File: src/rtl/pnm_pkg.sv
// shared types, constants and phase encoding for the pnm stream decoder
package pnm_pkg;

    localparam int MAX_DIM     = 4096;
    localparam int DIV_STEPS   = 24;

    localparam logic [1:0] KIND_PIXEL  = 2'd0;
    localparam logic [1:0] KIND_HEADER = 2'd1;
    localparam logic [1:0] KIND_ERROR  = 2'd2;

    localparam logic [1:0] ERR_NONE   = 2'd0;
    localparam logic [1:0] ERR_MAGIC  = 2'd1;
    localparam logic [1:0] ERR_DIM    = 2'd2;
    localparam logic [1:0] ERR_MAXVAL = 2'd3;

    localparam logic [1:0] FMT_P2 = 2'd0;
    localparam logic [1:0] FMT_P3 = 2'd1;
    localparam logic [1:0] FMT_P5 = 2'd2;
    localparam logic [1:0] FMT_P6 = 2'd3;

    localparam logic [7:0] CH_P  = 8'h50;
    localparam logic [7:0] CH_2  = 8'h32;
    localparam logic [7:0] CH_3  = 8'h33;
    localparam logic [7:0] CH_5  = 8'h35;
    localparam logic [7:0] CH_6  = 8'h36;
    localparam logic [7:0] CH_0  = 8'h30;
    localparam logic [7:0] CH_9  = 8'h39;
    localparam logic [7:0] CH_HASH = 8'h23;
    localparam logic [7:0] CH_LF = 8'd10;
    localparam logic [7:0] CH_CR = 8'd13;

    typedef enum logic [2:0] {
        PH_MAGIC, PH_FORMAT, PH_WIDTH, PH_HEIGHT, PH_MAXVAL,
        PH_PIXELS, PH_DONE, PH_ERROR
    } phase_t;

    // sequencer states
    typedef enum logic [1:0] {C_IDLE, C_DIV, C_SEND} ctrl_state_t;

    typedef struct packed {
        logic [7:0] data_byte;
        logic       start_of_file;
    } in_beat_t;

    typedef struct packed {
        logic [1:0]  kind;
        logic [7:0]  red;
        logic [7:0]  green;
        logic [7:0]  blue;
        logic [11:0] column;
        logic [11:0] row;
        logic        last_pixel;
        logic        is_gray;
        logic [11:0] width_out;
        logic [11:0] height_out;
        logic [15:0] maxval_out;
        logic [1:0]  error_code;
    } out_beat_t;

    // commands from controller to datapath
    typedef struct packed {
        logic       load;       // take the accepted byte
        logic       div_start;
        logic       div_step;
        logic       send;       // result register loaded
    } cmd_t;

    // status from datapath to controller
    typedef struct packed {
        logic       busy_result; // result register stays full this cycle
        logic       div_done;
        logic       need_div;    // byte closed an ascii sample
    } status_t;

    function automatic logic is_space(input logic [7:0] c);
        return (c == 8'd32) || (c >= 8'd9 && c <= 8'd13);
    endfunction

endpackage

File: src/rtl/pnm_datapath.sv
// parser registers, sample divider, pixel counters and result register
module pnm_datapath (
    input  logic                 aclk,
    input  logic                 aresetn,
    input  pnm_pkg::in_beat_t    in_beat,
    input  pnm_pkg::cmd_t        cmd,
    output pnm_pkg::status_t     stat,
    output pnm_pkg::out_beat_t   m_beat,
    output logic                 m_valid,
    input  logic                 m_ready
);
    pnm_pkg::phase_t phase_reg, phase_next;
    logic [1:0]  fmt_reg, fmt_next;
    logic [11:0] width_reg, width_next, height_reg, height_next;
    logic [15:0] maxs_reg, maxs_next, acc_reg, acc_next;
    logic        tok_reg, tok_next, com_reg, com_next, dd_reg, dd_next;
    logic [1:0]  chan_reg, chan_next;
    logic [7:0]  hred_reg, hred_next, hgrn_reg, hgrn_next;
    logic [11:0] col_reg, col_next, rowc_reg, rowc_next;
    pnm_pkg::out_beat_t res_reg, res_next;
    logic        valid_reg, valid_next;
    // restoring divider: numerator acc*255 (24 bits) by maxval
    logic [23:0] quo_reg, quo_next;
    logic [15:0] rem_reg, rem_next;
    logic [4:0]  cnt_reg, cnt_next;

    logic        gray;
    logic [7:0]  c;
    logic        closed, sp, dig;
    logic [15:0] acc_upd;
    logic [19:0] acc_x10;
    logic        emit;
    logic        has_res;
    logic        need_div;
    logic [1:0]  ekind, ecode;
    logic [7:0]  samp;
    logic [7:0]  er, eg, eb;
    logic        last;
    logic [16:0] rem_sh;
    logic [15:0] divisor;
    logic        hdr_ph;

    assign c = in_beat.data_byte;
    assign gray = (fmt_reg == pnm_pkg::FMT_P2) || (fmt_reg == pnm_pkg::FMT_P5);
    assign sp = pnm_pkg::is_space(c);
    assign dig = (c >= pnm_pkg::CH_0) && (c <= pnm_pkg::CH_9);
    assign divisor = (maxs_reg == 16'd0) ? 16'd1 : maxs_reg;
    assign rem_sh = {rem_reg, quo_reg[23]};
    assign last = ({1'b0, col_reg} + 13'd1 >= {1'b0, width_reg})
               && ({1'b0, rowc_reg} + 13'd1 >= {1'b0, height_reg});
    assign hdr_ph = (phase_reg == pnm_pkg::PH_WIDTH) || (phase_reg == pnm_pkg::PH_HEIGHT)
                 || (phase_reg == pnm_pkg::PH_MAXVAL);

    assign m_beat  = res_reg;
    assign m_valid = valid_reg;
    // busy_result, div_done, need_div
    assign stat = {valid_reg && !m_ready, cnt_reg == 5'd0, need_div};

    // byte handling, divider and result formation
    always_comb begin
        pnm_pkg::phase_t ph;
        ph = phase_reg;
        phase_next = phase_reg; fmt_next = fmt_reg; width_next = width_reg;
        height_next = height_reg; maxs_next = maxs_reg; acc_next = acc_reg;
        tok_next = tok_reg; com_next = com_reg; dd_next = dd_reg;
        chan_next = chan_reg; hred_next = hred_reg; hgrn_next = hgrn_reg;
        col_next = col_reg; rowc_next = rowc_reg; res_next = res_reg;
        quo_next = quo_reg; rem_next = rem_reg; cnt_next = cnt_reg;
        closed = 1'b0; emit = 1'b0; ekind = pnm_pkg::KIND_PIXEL; ecode = pnm_pkg::ERR_NONE;
        samp = c; acc_upd = acc_reg; acc_x10 = '0; er = 8'd0; eg = 8'd0; eb = 8'd0;
        need_div = 1'b0; has_res = 1'b0;
        valid_next = valid_reg;
        if (valid_reg && m_ready) valid_next = 1'b0;

        if (cmd.load) begin
            if (in_beat.start_of_file) begin
                ph = pnm_pkg::PH_MAGIC; fmt_next = pnm_pkg::FMT_P2;
                width_next = '0; height_next = '0; maxs_next = '0;
                tok_next = 1'b0; com_next = 1'b0; dd_next = 1'b0; chan_next = '0;
                hred_next = '0; hgrn_next = '0; col_next = '0; rowc_next = '0;
                acc_next = '0;
            end
            // token feed (header when hdr phase)
            if ((hdr_ph || ph == pnm_pkg::PH_PIXELS) && ph != pnm_pkg::PH_MAGIC) begin
                if (hdr_ph && com_reg) begin
                    if (c == pnm_pkg::CH_LF || c == pnm_pkg::CH_CR) com_next = 1'b0;
                end else if (sp) begin
                    if (tok_reg) begin
                        tok_next = 1'b0; closed = 1'b1;
                    end
                end else begin
                    acc_upd = acc_reg;
                    if (!tok_reg) begin
                        acc_upd = '0;
                    end
                    if (!tok_reg && hdr_ph && c == pnm_pkg::CH_HASH) begin
                        com_next = 1'b1;
                    end else begin
                        tok_next = 1'b1;
                        if (!tok_reg || !dd_reg) begin
                            if (dig) begin
                                acc_x10 = {4'd0, acc_upd} * 20'd10
                                        + {12'd0, c - pnm_pkg::CH_0};
                                acc_next = (acc_x10 > 20'd65535) ? 16'hFFFF
                                         : acc_x10[15:0];
                                dd_next = 1'b0;
                            end else begin
                                acc_next = acc_upd; dd_next = 1'b1;
                            end
                        end
                    end
                end
            end
            unique case (ph)
                pnm_pkg::PH_MAGIC: begin
                    if (c != pnm_pkg::CH_P) begin
                        emit = 1'b1; ekind = pnm_pkg::KIND_ERROR; ecode = pnm_pkg::ERR_MAGIC;
                    end else phase_next = pnm_pkg::PH_FORMAT;
                end
                pnm_pkg::PH_FORMAT: begin
                    phase_next = pnm_pkg::PH_WIDTH; tok_next = 1'b0; com_next = 1'b0;
                    if (c == pnm_pkg::CH_2) fmt_next = pnm_pkg::FMT_P2;
                    else if (c == pnm_pkg::CH_3) fmt_next = pnm_pkg::FMT_P3;
                    else if (c == pnm_pkg::CH_5) fmt_next = pnm_pkg::FMT_P5;
                    else if (c == pnm_pkg::CH_6) fmt_next = pnm_pkg::FMT_P6;
                    else begin
                        emit = 1'b1; ekind = pnm_pkg::KIND_ERROR; ecode = pnm_pkg::ERR_MAGIC;
                    end
                end
                pnm_pkg::PH_WIDTH, pnm_pkg::PH_HEIGHT: begin
                    phase_next = ph;
                    if (closed) begin
                        if (acc_reg == 16'd0 || acc_reg >= 16'(pnm_pkg::MAX_DIM)) begin
                            emit = 1'b1; ekind = pnm_pkg::KIND_ERROR;
                            ecode = pnm_pkg::ERR_DIM;
                        end else if (ph == pnm_pkg::PH_WIDTH) begin
                            width_next = acc_reg[11:0]; phase_next = pnm_pkg::PH_HEIGHT;
                        end else begin
                            height_next = acc_reg[11:0]; phase_next = pnm_pkg::PH_MAXVAL;
                        end
                    end
                end
                pnm_pkg::PH_MAXVAL: begin
                    if (closed) begin
                        if (acc_reg == 16'd0) begin
                            emit = 1'b1; ekind = pnm_pkg::KIND_ERROR;
                            ecode = pnm_pkg::ERR_MAXVAL;
                        end else begin
                            maxs_next = acc_reg; phase_next = pnm_pkg::PH_PIXELS;
                            tok_next = 1'b0; chan_next = '0; col_next = '0; rowc_next = '0;
                            emit = 1'b1; ekind = pnm_pkg::KIND_HEADER;
                        end
                    end
                end
                pnm_pkg::PH_PIXELS: begin
                    if (fmt_reg[1]) begin
                        emit = 1'b1;
                    end else if (closed) begin
                        need_div = 1'b1;
                    end
                end
                default: ;
            endcase
        end

        // divider start and steps
        if (cmd.div_start) begin
            quo_next = 24'({8'd0, acc_reg} * 24'd255);
            rem_next = '0; cnt_next = 5'(pnm_pkg::DIV_STEPS);
        end else if (cmd.div_step && cnt_reg != 5'd0) begin
            cnt_next = cnt_reg - 5'd1;
            if (rem_sh >= {1'b0, divisor}) begin
                rem_next = 16'(rem_sh - {1'b0, divisor}); quo_next = {quo_reg[22:0], 1'b1};
            end else begin
                rem_next = rem_sh[15:0]; quo_next = {quo_reg[22:0], 1'b0};
            end
        end
        if (cmd.send) begin
            emit = 1'b1;
            samp = (quo_reg > 24'd255) ? 8'hFF : quo_reg[7:0];
        end

        // pixel assembly and result register
        if (emit) begin
            has_res = 1'b1;
            res_next = '0;
            res_next.kind = ekind;
            if (ekind == pnm_pkg::KIND_ERROR) begin
                res_next.error_code = ecode; phase_next = pnm_pkg::PH_ERROR;
            end else if (ekind == pnm_pkg::KIND_HEADER) begin
                res_next.is_gray = gray; res_next.width_out = width_reg;
                res_next.height_out = height_reg; res_next.maxval_out = acc_reg;
            end else if (!gray && chan_reg == 2'd0) begin
                hred_next = samp; chan_next = 2'd1; has_res = 1'b0;
            end else if (!gray && chan_reg == 2'd1) begin
                hgrn_next = samp; chan_next = 2'd2; has_res = 1'b0;
            end else begin
                chan_next = 2'd0;
                er = gray ? samp : hred_reg; eg = gray ? samp : hgrn_reg; eb = samp;
                res_next.red = er; res_next.green = eg; res_next.blue = eb;
                res_next.column = col_reg; res_next.row = rowc_reg;
                res_next.last_pixel = last; res_next.is_gray = gray;
                if ({1'b0, col_reg} + 13'd1 >= {1'b0, width_reg}) begin
                    col_next = '0; rowc_next = rowc_reg + 12'd1;
                end else col_next = col_reg + 12'd1;
                if (last) phase_next = pnm_pkg::PH_DONE;
            end
            if (has_res) valid_next = 1'b1;
        end
    end

    always_ff @(posedge aclk) begin
        if (!aresetn) begin
            phase_reg <= pnm_pkg::PH_MAGIC; fmt_reg <= '0; width_reg <= '0;
            height_reg <= '0; maxs_reg <= '0; acc_reg <= '0; tok_reg <= 1'b0;
            com_reg <= 1'b0; dd_reg <= 1'b0; chan_reg <= '0; hred_reg <= '0;
            hgrn_reg <= '0; col_reg <= '0; rowc_reg <= '0; valid_reg <= 1'b0;
            cnt_reg <= '0;
        end else begin
            phase_reg <= phase_next; fmt_reg <= fmt_next; width_reg <= width_next;
            height_reg <= height_next; maxs_reg <= maxs_next; acc_reg <= acc_next;
            tok_reg <= tok_next; com_reg <= com_next; dd_reg <= dd_next;
            chan_reg <= chan_next; hred_reg <= hred_next; hgrn_reg <= hgrn_next;
            col_reg <= col_next; rowc_reg <= rowc_next; valid_reg <= valid_next;
            cnt_reg <= cnt_next;
        end
    end

    always_ff @(posedge aclk) begin
        res_reg <= res_next; quo_reg <= quo_next; rem_reg <= rem_next;
    end
endmodule

File: src/rtl/pnm_ctrl.sv
// sequencer: byte acceptance, ascii sample division and result hand-off
module pnm_ctrl (
    input  logic              aclk,
    input  logic              aresetn,
    input  logic              s_valid,
    output logic              s_ready,
    input  pnm_pkg::status_t  stat,
    output pnm_pkg::cmd_t     cmd
);
    pnm_pkg::ctrl_state_t state_reg, state_next;

    // next state
    always_comb begin
        state_next = state_reg;
        unique case (state_reg)
            pnm_pkg::C_IDLE: begin
                if (s_valid && s_ready && stat.need_div) state_next = pnm_pkg::C_DIV;
            end
            pnm_pkg::C_DIV: begin
                if (stat.div_done) state_next = pnm_pkg::C_SEND;
            end
            pnm_pkg::C_SEND: begin
                if (!stat.busy_result) state_next = pnm_pkg::C_IDLE;
            end
            default: state_next = pnm_pkg::C_IDLE;
        endcase
    end

    // outputs
    always_comb begin
        cmd = '0;
        s_ready = (state_reg == pnm_pkg::C_IDLE) && !stat.busy_result;
        unique case (state_reg)
            pnm_pkg::C_IDLE: begin
                cmd.load = s_valid && s_ready;
                cmd.div_start = cmd.load;
            end
            pnm_pkg::C_DIV:  cmd.div_step = 1'b1;
            pnm_pkg::C_SEND: cmd.send = !stat.busy_result;
            default: ;
        endcase
    end

    always_ff @(posedge aclk) begin
        if (!aresetn) state_reg <= pnm_pkg::C_IDLE;
        else state_reg <= state_next;
    end
endmodule

File: src/rtl/pnm_image_stream_decoder_core.sv
// top level of the pnm image stream decoder
// Takes a PGM/PPM file one byte per beat and returns header, error and pixel
// results. Header bytes and raw P5/P6 samples are taken one per cycle as long
// as each result is taken in the cycle it is offered; a result that waits
// blocks new bytes until it is taken. A byte that closes an ASCII P2/P3 sample
// starts a restoring divider, one quotient bit per cycle: after the 24 divide
// steps in C_DIV the sequencer sees the end, loads the result in C_SEND once the
// result register is free, and returns to C_IDLE; only then is the next byte taken.
module pnm_image_stream_decoder_core (
    input  logic                aclk,
    input  logic                aresetn,
    input  logic                s_valid,
    output logic                s_ready,
    input  pnm_pkg::in_beat_t   s_data,
    output logic                m_valid,
    input  logic                m_ready,
    output pnm_pkg::out_beat_t  m_data
);
    pnm_pkg::cmd_t    cmd;
    pnm_pkg::status_t stat;

    pnm_ctrl u_ctrl (
        .aclk(aclk), .aresetn(aresetn), .s_valid(s_valid), .s_ready(s_ready),
        .stat(stat), .cmd(cmd)
    );

    pnm_datapath u_dp (
        .aclk(aclk), .aresetn(aresetn), .in_beat(s_data), .cmd(cmd), .stat(stat),
        .m_beat(m_data), .m_valid(m_valid), .m_ready(m_ready)
    );
endmodule

File: config.mk
export PLATFORM = sky130hd
export DESIGN_NAME = pnm_image_stream_decoder_core
export DESIGN_NICKNAME = d
export VERILOG_FILES = /design/src/rtl/pnm_pkg.sv /design/src/rtl/pnm_datapath.sv /design/src/rtl/pnm_ctrl.sv /design/src/rtl/pnm_image_stream_decoder_core.sv
export SDC_FILE = /design/constraint.sdc
export NUM_CORES = 1
export LEC_CHECK = 0
export BUFFER_PORTS_ARGS = -buffer_cell sky130_fd_sc_hd__buf_2
export CORE_UTILIZATION = 28
export CTS_BUF_LIST = sky130_fd_sc_hd__clkbuf_8
export CTS_CLUSTER_SIZE = 8
export DETAILED_ROUTE_END_ITERATION = 7
export MAX_ROUTING_LAYER = met4
export PLACE_DENSITY_LB_ADDON = 0.15
export SETUP_SLACK_MARGIN = 0.3
export SLEW_MARGIN = 25
export SYNTH_ARGS = -nofsm -noshare
export SYNTH_HDL_FRONTEND = slang
export SYNTH_HIERARCHICAL = 1
export SYNTH_SLANG_ARGS = --single-unit
File: constraint.sdc
create_clock -name aclk -period 8.1 [get_ports aclk]
set_input_delay 0.405 -clock aclk [delete_from_list [all_inputs] [get_ports aclk]]
set_output_delay 0.405 -clock aclk [all_outputs]
set_load 0.01 [all_outputs]
Word level (Yosys, flattened, before mapping)
Cells that the tools add are included.

storage, ports and cells
  RAM bits = 0
  input port bits = 13
  flip-flop bits (word level) = 248
  output and inout bits = 96
  word-level logic and storage cells = 309
  memories kept = 0
  bits in latches = 0
  bits in read-only memories = 0

operators by class
  divide/modulo/power cells = 0
  bitwise logic cells = 2
  eq/ne operators = 26
  shift-type cells = 0
  add/sub/neg operators = 8
  magnitude comparators = 10
  $mul = 2
  reductions and logical operators = 44
  mux-type cells = 185

operator list
  operator                                                                 count
  12-bit 2-to-1 mux                                                        32
  16-bit 2-to-1 mux                                                        19
  8-bit 2-to-1 mux                                                         17
  2-bit 2-to-1 mux                                                         35
  1-bit 2-to-1 mux                                                         57
  8-bit by 6-bit == test with 1-bit output, second input constant          6
  24-bit 2-to-1 mux                                                        2
  3-bit 2-to-1 mux                                                         15
  16-bit zero test                                                         2
  12-bit by 1-bit adder with 13-bit output, second input constant          2
  13-bit by 12-bit >= comparator with 1-bit output                         2
  12-bit by 1-bit adder with 12-bit output, second input constant          2
  24-bit by 8-bit > comparator with 1-bit output, second input constant    1
  16-bit by 8-bit multiplier with 24-bit output, second input constant     1
  20-bit by 8-bit adder with 20-bit output                                 1
  20-bit by 16-bit > comparator with 1-bit output, second input constant   1
  16-bit by 3-bit multiplier with 19-bit output, second input constant     1
  17-bit by 16-bit >= comparator with 1-bit output                         1
  8-bit by 4-bit == test with 1-bit output, second input constant          2
  16-bit by 13-bit >= comparator with 1-bit output, second input constant  1
  2-bit case mux with 4 select lines                                       2
  16-bit subtractor                                                        1
  1-bit logical AND                                                        15
  3-bit by 2-bit == test with 1-bit output, second input constant          4
  31 further kinds                                                         55

Depth between registers and ports, before layout
Gate-level depths: netlist (run 1).

  depth after elaboration = 22
  mapped depth = 22
  mapped depth without buffers = 18

Cells and area by module
The synthesis (run 1) kept the hierarchy.

by module, submodules not included
  module        cells each  instances  seq. area each (µm²)  area an instance (µm²)
  pnm_datapath  1790        1          6105.9                16921.2
  pnm_ctrl      12          1          40.0                  130.1

Least setup slack after synthesis (run 1)
OpenSTA, ideal clock, no wires.

  path type = reg2reg
  start = reg u_dp.acc_reg[5]
  end = reg u_dp.quo_reg[20] (data pin)
  data arrival time = 4.501 ns
  cell stages (with the launch flop) = 14
  library setup time = 0.260 ns
  slack = 3.339 ns
  path buffers = 0
  data required time = 7.840 ns
  cells stage by stage = dfxtp_1 fa_1 fa_1 fa_1 fa_1 ha_1 a21oi_1 nor2b_1 or4_1 o221a_2 a211o_1 a21oi_1 xnor2_1 mux2_2

on the way
  word-level cells in the longest chain between the ends = 2

ends and longest elaborated chain
  element                                        line                 RTL
  from (decl)                                    pnm_datapath.sv:15   logic [15:0] maxs_reg, maxs_next, acc_reg, acc_next;
  from (signal assigned)                         pnm_datapath.sv:221  height_reg <= height_next; maxs_reg <= maxs_next; acc_reg <= acc_next;
  16-bit by 8-bit multiplier with 24-bit output  pnm_datapath.sv:168  quo_next = 24'({8'd0, acc_reg} * 24'd255);
  24-bit 2-to-1 mux                              pnm_datapath.sv:167  if (cmd.div_start) begin
  named net u_dp.quo_next[20]                    pnm_datapath.sv:23   logic [23:0] quo_reg, quo_next;
  to (signal assigned)                           pnm_datapath.sv:230  res_reg <= res_next; quo_reg <= quo_next; rem_reg <= rem_next;
  to (decl)                                      pnm_datapath.sv:23

The timed path passes the listed nets, and every way through them passes these cells.
A chain may end at the register's enable or synchronous reset.

Worst setup path in the final report (run 1)
  start = reg u_dp.acc_reg[11]
  end = reg u_dp.rowc_reg[5]

on the way
  elaborated cells between the ends (all ways) = 26
  classes of those cells = order compare (1); eq/ne (2); mux (21); reduce/logical (2)

RTL lines
  element                                                                               line                                      RTL
  16-bit by 13-bit >= comparator with 1-bit output or 16-bit zero test (tied branches)  pnm_datapath.sv:133, pnm_datapath.sv:145
  1-bit logical OR                                                                      pnm_datapath.sv:133                       if (acc_reg == 16'd0 || acc_reg >= 16'(pnm_pkg::MAX_DIM)) begin
  2-bit 2-to-1 mux                                                                      pnm_datapath.sv:133
  2-bit 2-to-1 mux                                                                      pnm_datapath.sv:132                       if (closed) begin
  2-bit case mux with 4 select lines *                                                  pnm_datapath.sv:114                       unique case (ph)
  2-bit 2-to-1 mux *                                                                    pnm_datapath.sv:75                        if (cmd.load) begin
  named net u_dp.ekind[1]                                                               pnm_datapath.sv:35                        logic [1:0] ekind, ecode;
  2-bit by 1-bit == test with 1-bit output                                              pnm_datapath.sv:190                       end else if (ekind == pnm_pkg::KIND_HEADER) begin
  12-bit 2-to-1 mux                                                                     pnm_datapath.sv:190
  12-bit 2-to-1 mux *                                                                   pnm_datapath.sv:188                       if (ekind == pnm_pkg::KIND_ERROR) begin
  12-bit 2-to-1 mux *                                                                   pnm_datapath.sv:184                       if (emit) begin
  to (signal assigned)                                                                  pnm_datapath.sv:224                       col_reg <= col_next; rowc_reg <= rowc_next; valid_reg <= valid_next;
  to (decl)                                                                             pnm_datapath.sv:19                        logic [11:0] col_reg, col_next, rowc_reg, rowc_next;

Mark *: on every way through the listed nets, which the timed path passes. The rest lies on a longest branch.

==> results by group, run 1 <==
Clock network
  – CTS Root Cell: clkbuf_8
  – Max clock buf depth: 3
  – Post-CTS sizing: 0
  – Clk_lat worst skew: around 0.63 ns
  – Clock tree sinks: 248
  – Post-CTS Setup Inserts: 0
  – Num CTS Buffers: 47
  – H-tree depth: 2
  – Worst-path clk slew: about 0.060 ns
  – Hold-fix buffers, CTS: 0
  – CTS tree: yes

Setup path
  – Reg2Reg Setup Slack: ~1.9 ns
  – R2r startpoint: u_dp/acc_reg[11]
  – Slowest-stage cell, CP: dfxtp_1
  – Crit path max fanout: 17
  – Crit Path Category: reg2reg
  – RR Endpoint: u_dp/rowc_reg[5]
  – Worst setup startpoint: u_dp/acc_reg[11]
  – Crit path required time: approximately 8.6 ns
  – CP Cell Sequence: inv_1 -> ha_1 -> nand4_1 -> o21ai_0 -> a21boi_0 -> nor2_1 -> o21ai_0 -> inv_1 -> o21ai_0 -> inv_1 -> ha_1 -> nor3_1 -> nand3_1 -> or3b_2 -> nor2b_1 -> buf_4 -> nor3_4 -> a21oi_1 -> o21ai_0
  – CP endpoint: u_dp/rowc_reg[5]
  – Data arrival time of the worst path: between 6 and 7 ns
  – Largest stage delay on the critical path: about 0.8 ns
  – Worst reg2reg path depth: 19
  – Setup crit start kind: flip-flop
  – Most used cell, CP: o21ai_0
  – Crit end category: flip-flop

Worst hold path
  – HP Class: in2reg

Routing
  – Drt pass-1 iters: 7
  – Routed met1 length: about 22 mm
  – Routed met2 length: approximately 25 mm
  – Vias per cell: ~4.9
  – Routed len/inst: 18.65 um
  – Total number of vias: about 13k
  – Residual DRC: 0
  – Top Layer Used: met4
  – Drt total wl: 50.66 mm
  – DR iter-0 viols: slightly below 700
  – Post-route ant nets: 0
  – Routed length on met3: 2.329 mm

Cells and area
  – Share of post-route cells with drive strength above 1: 0.1335
  – Nets@finish: around 2.1k
  – Final instance area: 0.01934 mm2
  – Area grow syn2layout: 13.43%
  – Cell Count, Final, Fillers Out: about 2.7k
  – Core Util, Final: 0.3210
  – Max reg flops: between 90 and 100

Global routing
  – Overflow after GRT: 0
  – Initial antenna violation count: 2
  – Global-route wire length before repair: approximately 80 mm
  – Largest net degree at the start of global routing: just over 70
  – Vias in the first global route: roughly 14k
  – Gr usage total: 0.1690

Logic synthesis
  – Syn Nets: 2019
  – Mapped Area: about 0.017 mm2
  – Number of synthesized register bits: ~250
  – Yosys warning total: 6
  – Share of the synthesized area in the top cell type: 0.2078
  – Area leader, netlist: edfxtp_1
  – Sequential-to-total area share from yosys stat: 0.3604
  – Mapped Avg Cell Area: between 9 and 10 um2
  – Synth top area cells: edfxtp_1, dfxtp_1, ha_1
  – Synth async-reset ratio: 0
  – Synth cell types: slightly below 90
  – Synth Flop Type: dfxtp_1
  – Post-synth EDFFs: about 120
  – Post-Syn Instances: 1802

Timing
  – Worst slew pin tran: roughly 0.98 ns
  – Setup WS post-layout: 1.865 ns
  – Hold Slack: about 0.15 ns
  – Unrepaired setup endpoints after global routing: false
  – Max Freq: 160.4 MHz
  – Slew margin rel.: 0.3427
  – Clock period minus worst slack: 6.235 ns
  – Final Hold Fails: 0
  – Fin. max-slew vios: 0
  – Final Setup Violations: 0
  – Final period util: 0.7697
  – Clock Skews: between 0.02 and 0.025 ns
  – Setup TNS Final: 0 ns

Die
  – Core area: 0.06025 mm2
  – Placement Rows: 90
  – Die Span Y: roughly 250 um
  – I/O Pins: ~110
  – Die W: between 200 and 250 um
  – Die footprint: 0.06189 mm2
  – Initial Util: 0.2830

Pwr
  – Pwr/cell area: about 160 mW/mm2
  – Tot Pwr: 3.033 mW
  – Static Leakage: 8.399 nW
  – Worst VDD drop: just over 0.00009 V

Place
  – I/O Buffers: approximately 110
  – Area after DPL: between 0.015 and 0.02 mm2
  – Place WS: roughly 1.9 ns
  – Gp weighted congestion: 0.8223
  – Placed insts: roughly 2.6k
  – Post-DP HPWL: 37.97 mm

Status
  – Status: finished, final reports clean

Run
  – MaxCap Viol Count: 0
## cell type report
class                           count  area [um2]
Sequential cell                   248        6146
Inverter                          167       626.9
Multi-Input combinational cell   1305        9968
Antenna cell                        3       7.507
Fill cell                        6278       40900
Clock buffer                       54       743.2
Tap cell                          782       978.4
Clock inverter                     33       202.7
Timing Repair Buffer              125       668.1
## per-layer routing
metal,global-route usage,vias up
met3,0.03041,91
li1,-,6545
met2,0.2841,289
met4,0.05785,0
met1,0.2028,6404
met5,-,-
## synth_stat cells, types with 58 or more instances
master and instances:
nor2_1 156, fa_1 72, dfxtp_1 130, ha_1 132, o21ai_0 64, edfxtp_1 118
inv_1 165, nand3_1 58, clkbuf_1 64, a21oi_1 117, nand2_1 86, and2_1 76
## logic make-up (layout without fill, tap and decap cells)
family          after synthesis  in the layout  synth area share
other cells                   0              3                 0
simple gates                578            578            0.1763
flops                       248            248            0.3604
mux                          43             43           0.02744
fa+ha+maj                   204            204            0.1814
compound gates              402            402            0.1579
xor+xnor                     78             78           0.04006
buf+inv                     249            379           0.05643
## worst min path at each step
stage / depth (start not counted) / endpoint / slack [ns] / startpoint
after floorplan: 2 / u_dp/chan_reg[0] / 0.44 / u_dp/chan_reg[0]
after global placement: 2 / u_dp/chan_reg[0] / 0.45 / u_dp/chan_reg[0]
after detailed placement: 2 / u_dp/chan_reg[0] / 0.46 / u_dp/chan_reg[0]
after CTS: 2 / u_dp/fmt_reg[1] / 0.1 / s_data[2]
after global routing: 2 / u_dp/fmt_reg[1] / 0.14 / s_data[2]
final: 2 / u_dp/fmt_reg[1] / 0.15 / s_data[2]
## cell usage in the layout (no fill, tap or decap), types with 10 or more instances in the layout
master,instances
fa_1,72
dfxtp_1,130
a21o_1,29
buf_2,108
clkbuf_8,54
buf_4,17
xor2_1,29
a211oi_1,25
nor2_1,156
o22ai_1,19
ha_1,132
o21a_1,21
a21oi_1,117
inv_1,184
nand3_1,58
nor3_1,31
mux2i_1,13
nand2_1,86
nand4_1,10
or2_2,16
nand2b_1,19
edfxtp_1,118
or3_1,10
mux2_2,30
and2_1,76
o21ai_0,63
nor2b_1,22
and3_1,40
xnor2_1,49
a22oi_1,29
nor4_1,19
## worst max-delay path: cells and delay by family, from the launching register on
family | cells | cell delay, ns
AND/OR/NAND/NOR | 7 | 2.03
AO/OA/AOI/OAI | 6 | 1.90
flip-flops | 1 | 0.81
buffers and inverters | 4 | 0.78
adder cells (fa/ha/maj) | 2 | 0.63
## where the power goes
part,internal [mW],switching [mW]
Clock,0.673,0.579
Combinational,0.116,0.237
Sequential,1.40,0.0316
No activity file was read; power rests on OpenSTA's default activity.
==> inputs of run 2 (changes only) <==
clock period = 5 ns   (was 8.1 ns; I/O delays follow)
==> results by group, run 2 (synthesized netlist as in run 1, its figures left out) <==
Setup path
  – CP Cell Sequence: fa_2 -> inv_1 -> fa_1 -> inv_1 -> fa_2 -> fa_2 -> ha_4 -> a2111o_1 -> and3_4 -> o221a_4 -> a211o_1 -> a21oi_2 -> xnor2_1 -> mux2_2
  – Reg2Reg Setup Slack: between 0.3 and 0.4 ns
  – Largest stage delay on the critical path: about 0.60 ns
  – RR Endpoint: u_dp/quo_reg[20]
  – Setup crit start kind: flip-flop
  – Crit path required time: approximately 5.4 ns
  – Most used cell, CP: fa_2
  – Data arrival time of the worst path: 5.00 ns
  – Worst reg2reg path depth: 14
  – Crit end category: flip-flop
  – Slowest-stage cell, CP: fa_2
  – R2r startpoint: u_dp/acc_reg[5]
  – Crit Path Category: reg2reg
  – Crit path max fanout: 5

Timing
  – Unrepaired setup endpoints after global routing: true
  – Worst slew pin tran: roughly 1.0 ns
  – Setup TNS Final: 0 ns
  – Final Setup Violations: 0
  – Final period util: 0.9210
  – Slew margin rel.: 0.3298
  – Clock Skews: 0.06724 ns
  – Max Freq: between 200 and 250 MHz
  – Fin. max-slew vios: 0
  – Clock period minus worst slack: around 4.6 ns
  – Final Hold Fails: 0

Clock network
  – Max clock buf depth: 3
  – H-tree depth: 2
  – Num CTS Buffers: between 40 and 50
  – Clock tree sinks: roughly 250
  – Clk_lat worst skew: about 0.65 ns
  – CTS Root Cell: clkbuf_8
  – CTS tree: yes
  – Worst-path clk slew: about 0.060 ns

Die
  – Die footprint: roughly 0.062 mm2
  – I/O Pins: ~110
  – Die W: between 200 and 250 um
  – Core area: 0.06025 mm2
  – Placement Rows: 90
  – Initial Util: 0.2830
  – Die Span Y: 248.8 um

Global routing
  – Vias in the first global route: 13.73k
  – Global-route wire length before repair: around 81 mm
  – Initial antenna violation count: 1
  – Overflow after GRT: 0
  – Largest net degree at the start of global routing: between 40 and 50
  – Gr usage total: 0.1705

Place
  – Area after DPL: about 0.019 mm2
  – I/O Buffers: 108
  – Gp weighted congestion: just under 0.9
  – Post-DP HPWL: between 30 and 40 mm

Cells and area
  – Nets@finish: ~2.2k
  – Final instance area: 0.01998 mm2
  – Commonest non-fill, non-tap cell in the layout: inv_1
  – Multi-input logic area: approximately 0.010 mm2
  – Most frequent cells in the layout: inv_1, nor2_1, ha_1
  – Register area: about 0.0062 mm2
  – Share of post-route cells with drive strength above 1: 0.1774
  – Max reg flops: 94
  – Fillcell total: 6276
  – Area grow syn2layout: 17.17%

Pwr
  – Worst VDD drop: approximately 0.00018 V
  – Static Leakage: 8.662 nW
  – Pwr/cell area: 250.8 mW/mm2

Routing
  – Routed len/inst: 18.60 um
  – Drt pass-1 iters: 6
  – Residual DRC: 0
  – Post-route ant nets: 0
  – DR iter-0 viols: ~700
  – Vias per cell: roughly 4.9
  – Total number of vias: around 14k
  – Drt total wl: about 52 mm

Worst hold path
  – WHS Path Cells: 4
  – HP Class: in2reg
  – Hold Startpoint: aresetn
  – Hold Crit Endpoint: u_dp/fmt_reg[1]

Status
  – Status: finished, final reports clean

Run
  – MaxCap Viol Count: 0
-- run 2: changes by cell type in the layout (fill, tap and decap cells not counted), moves of 3 or more --
cell	previous run	this run
dfxtp_4	0	9
ha_4	0	5
dfxtp_2	0	3
fa_2	0	12
ha_2	0	3
ha_1	132	124
clkinv_1	6	9
dfxtp_1	130	118
fa_1	72	60
buf_4	17	67
-- run 2: power by group --
group / total (mW) / internal [mW] / switching, mW
Clock: 2.10 / 1.16 / 0.937
Sequential: 2.30 / 2.26 / 0.0468
Combinational: 0.609 / 0.207 / 0.402
Total: 5.01 / 3.62 / 1.39
-- run 2: how the worst max path moves through the flow --
stage / startpoint / to / slack (ns) / depth (start not counted)
after global routing: u_dp/acc_reg[6] / u_dp/quo_reg[22] / 0.26 / 12
after floorplan: u_dp/acc_reg[4] / u_dp/quo_reg[20] / 0.32 / 17
final: u_dp/acc_reg[5] / u_dp/quo_reg[20] / 0.40 / 14
after CTS: u_dp/acc_reg[9] / u_dp/quo_reg[20] / 0.31 / 12
after detailed placement: u_dp/acc_reg[3] / u_dp/quo_reg[20] / 0.06 / 14
after global placement: u_dp/acc_reg[3] / u_dp/quo_reg[20] / 0.08 / 14
-- run 2: metrics by stage --
step / hold slack (ns) / utilization / power, mW / instances / setup slack (ns)
floorplan: 0.4038 / - / 2.702 / 1802 / 0.3236
finish: 0.1334 / 0.3316 / 5.011 / 2773 / 0.3952
global placement: 0.4487 / 0.3115 / 2.958 / 2677 / 0.07764
detailed placement: 0.4613 / 0.3115 / 2.963 / 2677 / 0.05624
CTS: 0.07053 / 0.3295 / 5.128 / 2771 / 0.3059
global route: 0.1126 / 0.3316 / 5.258 / 2773 / 0.2570
-- run 2: timing repair --
item                                    in CTS  in global routing
endpoints found under the setup margin       7                 25
resized for setup                           26                 30
hold buffers                                 2                  0
endpoints found under the hold margin        2                  0
pin swaps                                   10                  8
buffers inserted                             0                  1
-- run 2: critical path: cells and delay by family, from the launching register on --
family          cells  cell delay (ns)
fa+ha+maj           5             2.31
compound gates      4             1.04
flops               1             0.37
mux                 1             0.27
simple gates        1             0.19
buf+inv             2             0.11
xor+xnor            1             0.07
-- run 2: area by class of cell --
| cell class | count | share of cell area |
|---|---|---|
| sequential | 248 | 0.3095 |
| multi-input combinational | 1305 | 0.5066 |
| tap | 782 | 0.04897 |
| inverter | 167 | 0.03138 |
| clock inverter | 37 | 0.01171 |
| clock buffer | 55 | 0.03789 |
| antenna | 1 | 0.0001253 |
| timing repair buffer | 178 | 0.05379 |
-- run 2: metal layers --
metal	vias up	wire length, um	share of wire	global-route usage
li1	6676	-	-	-
met4	0	1266	0.025	0.04862
met3	82	2385	0.046	0.02989
met2	272	23720	0.46	0.2647
met5	-	0	0	-
met1	6635	24190	0.47	0.2269
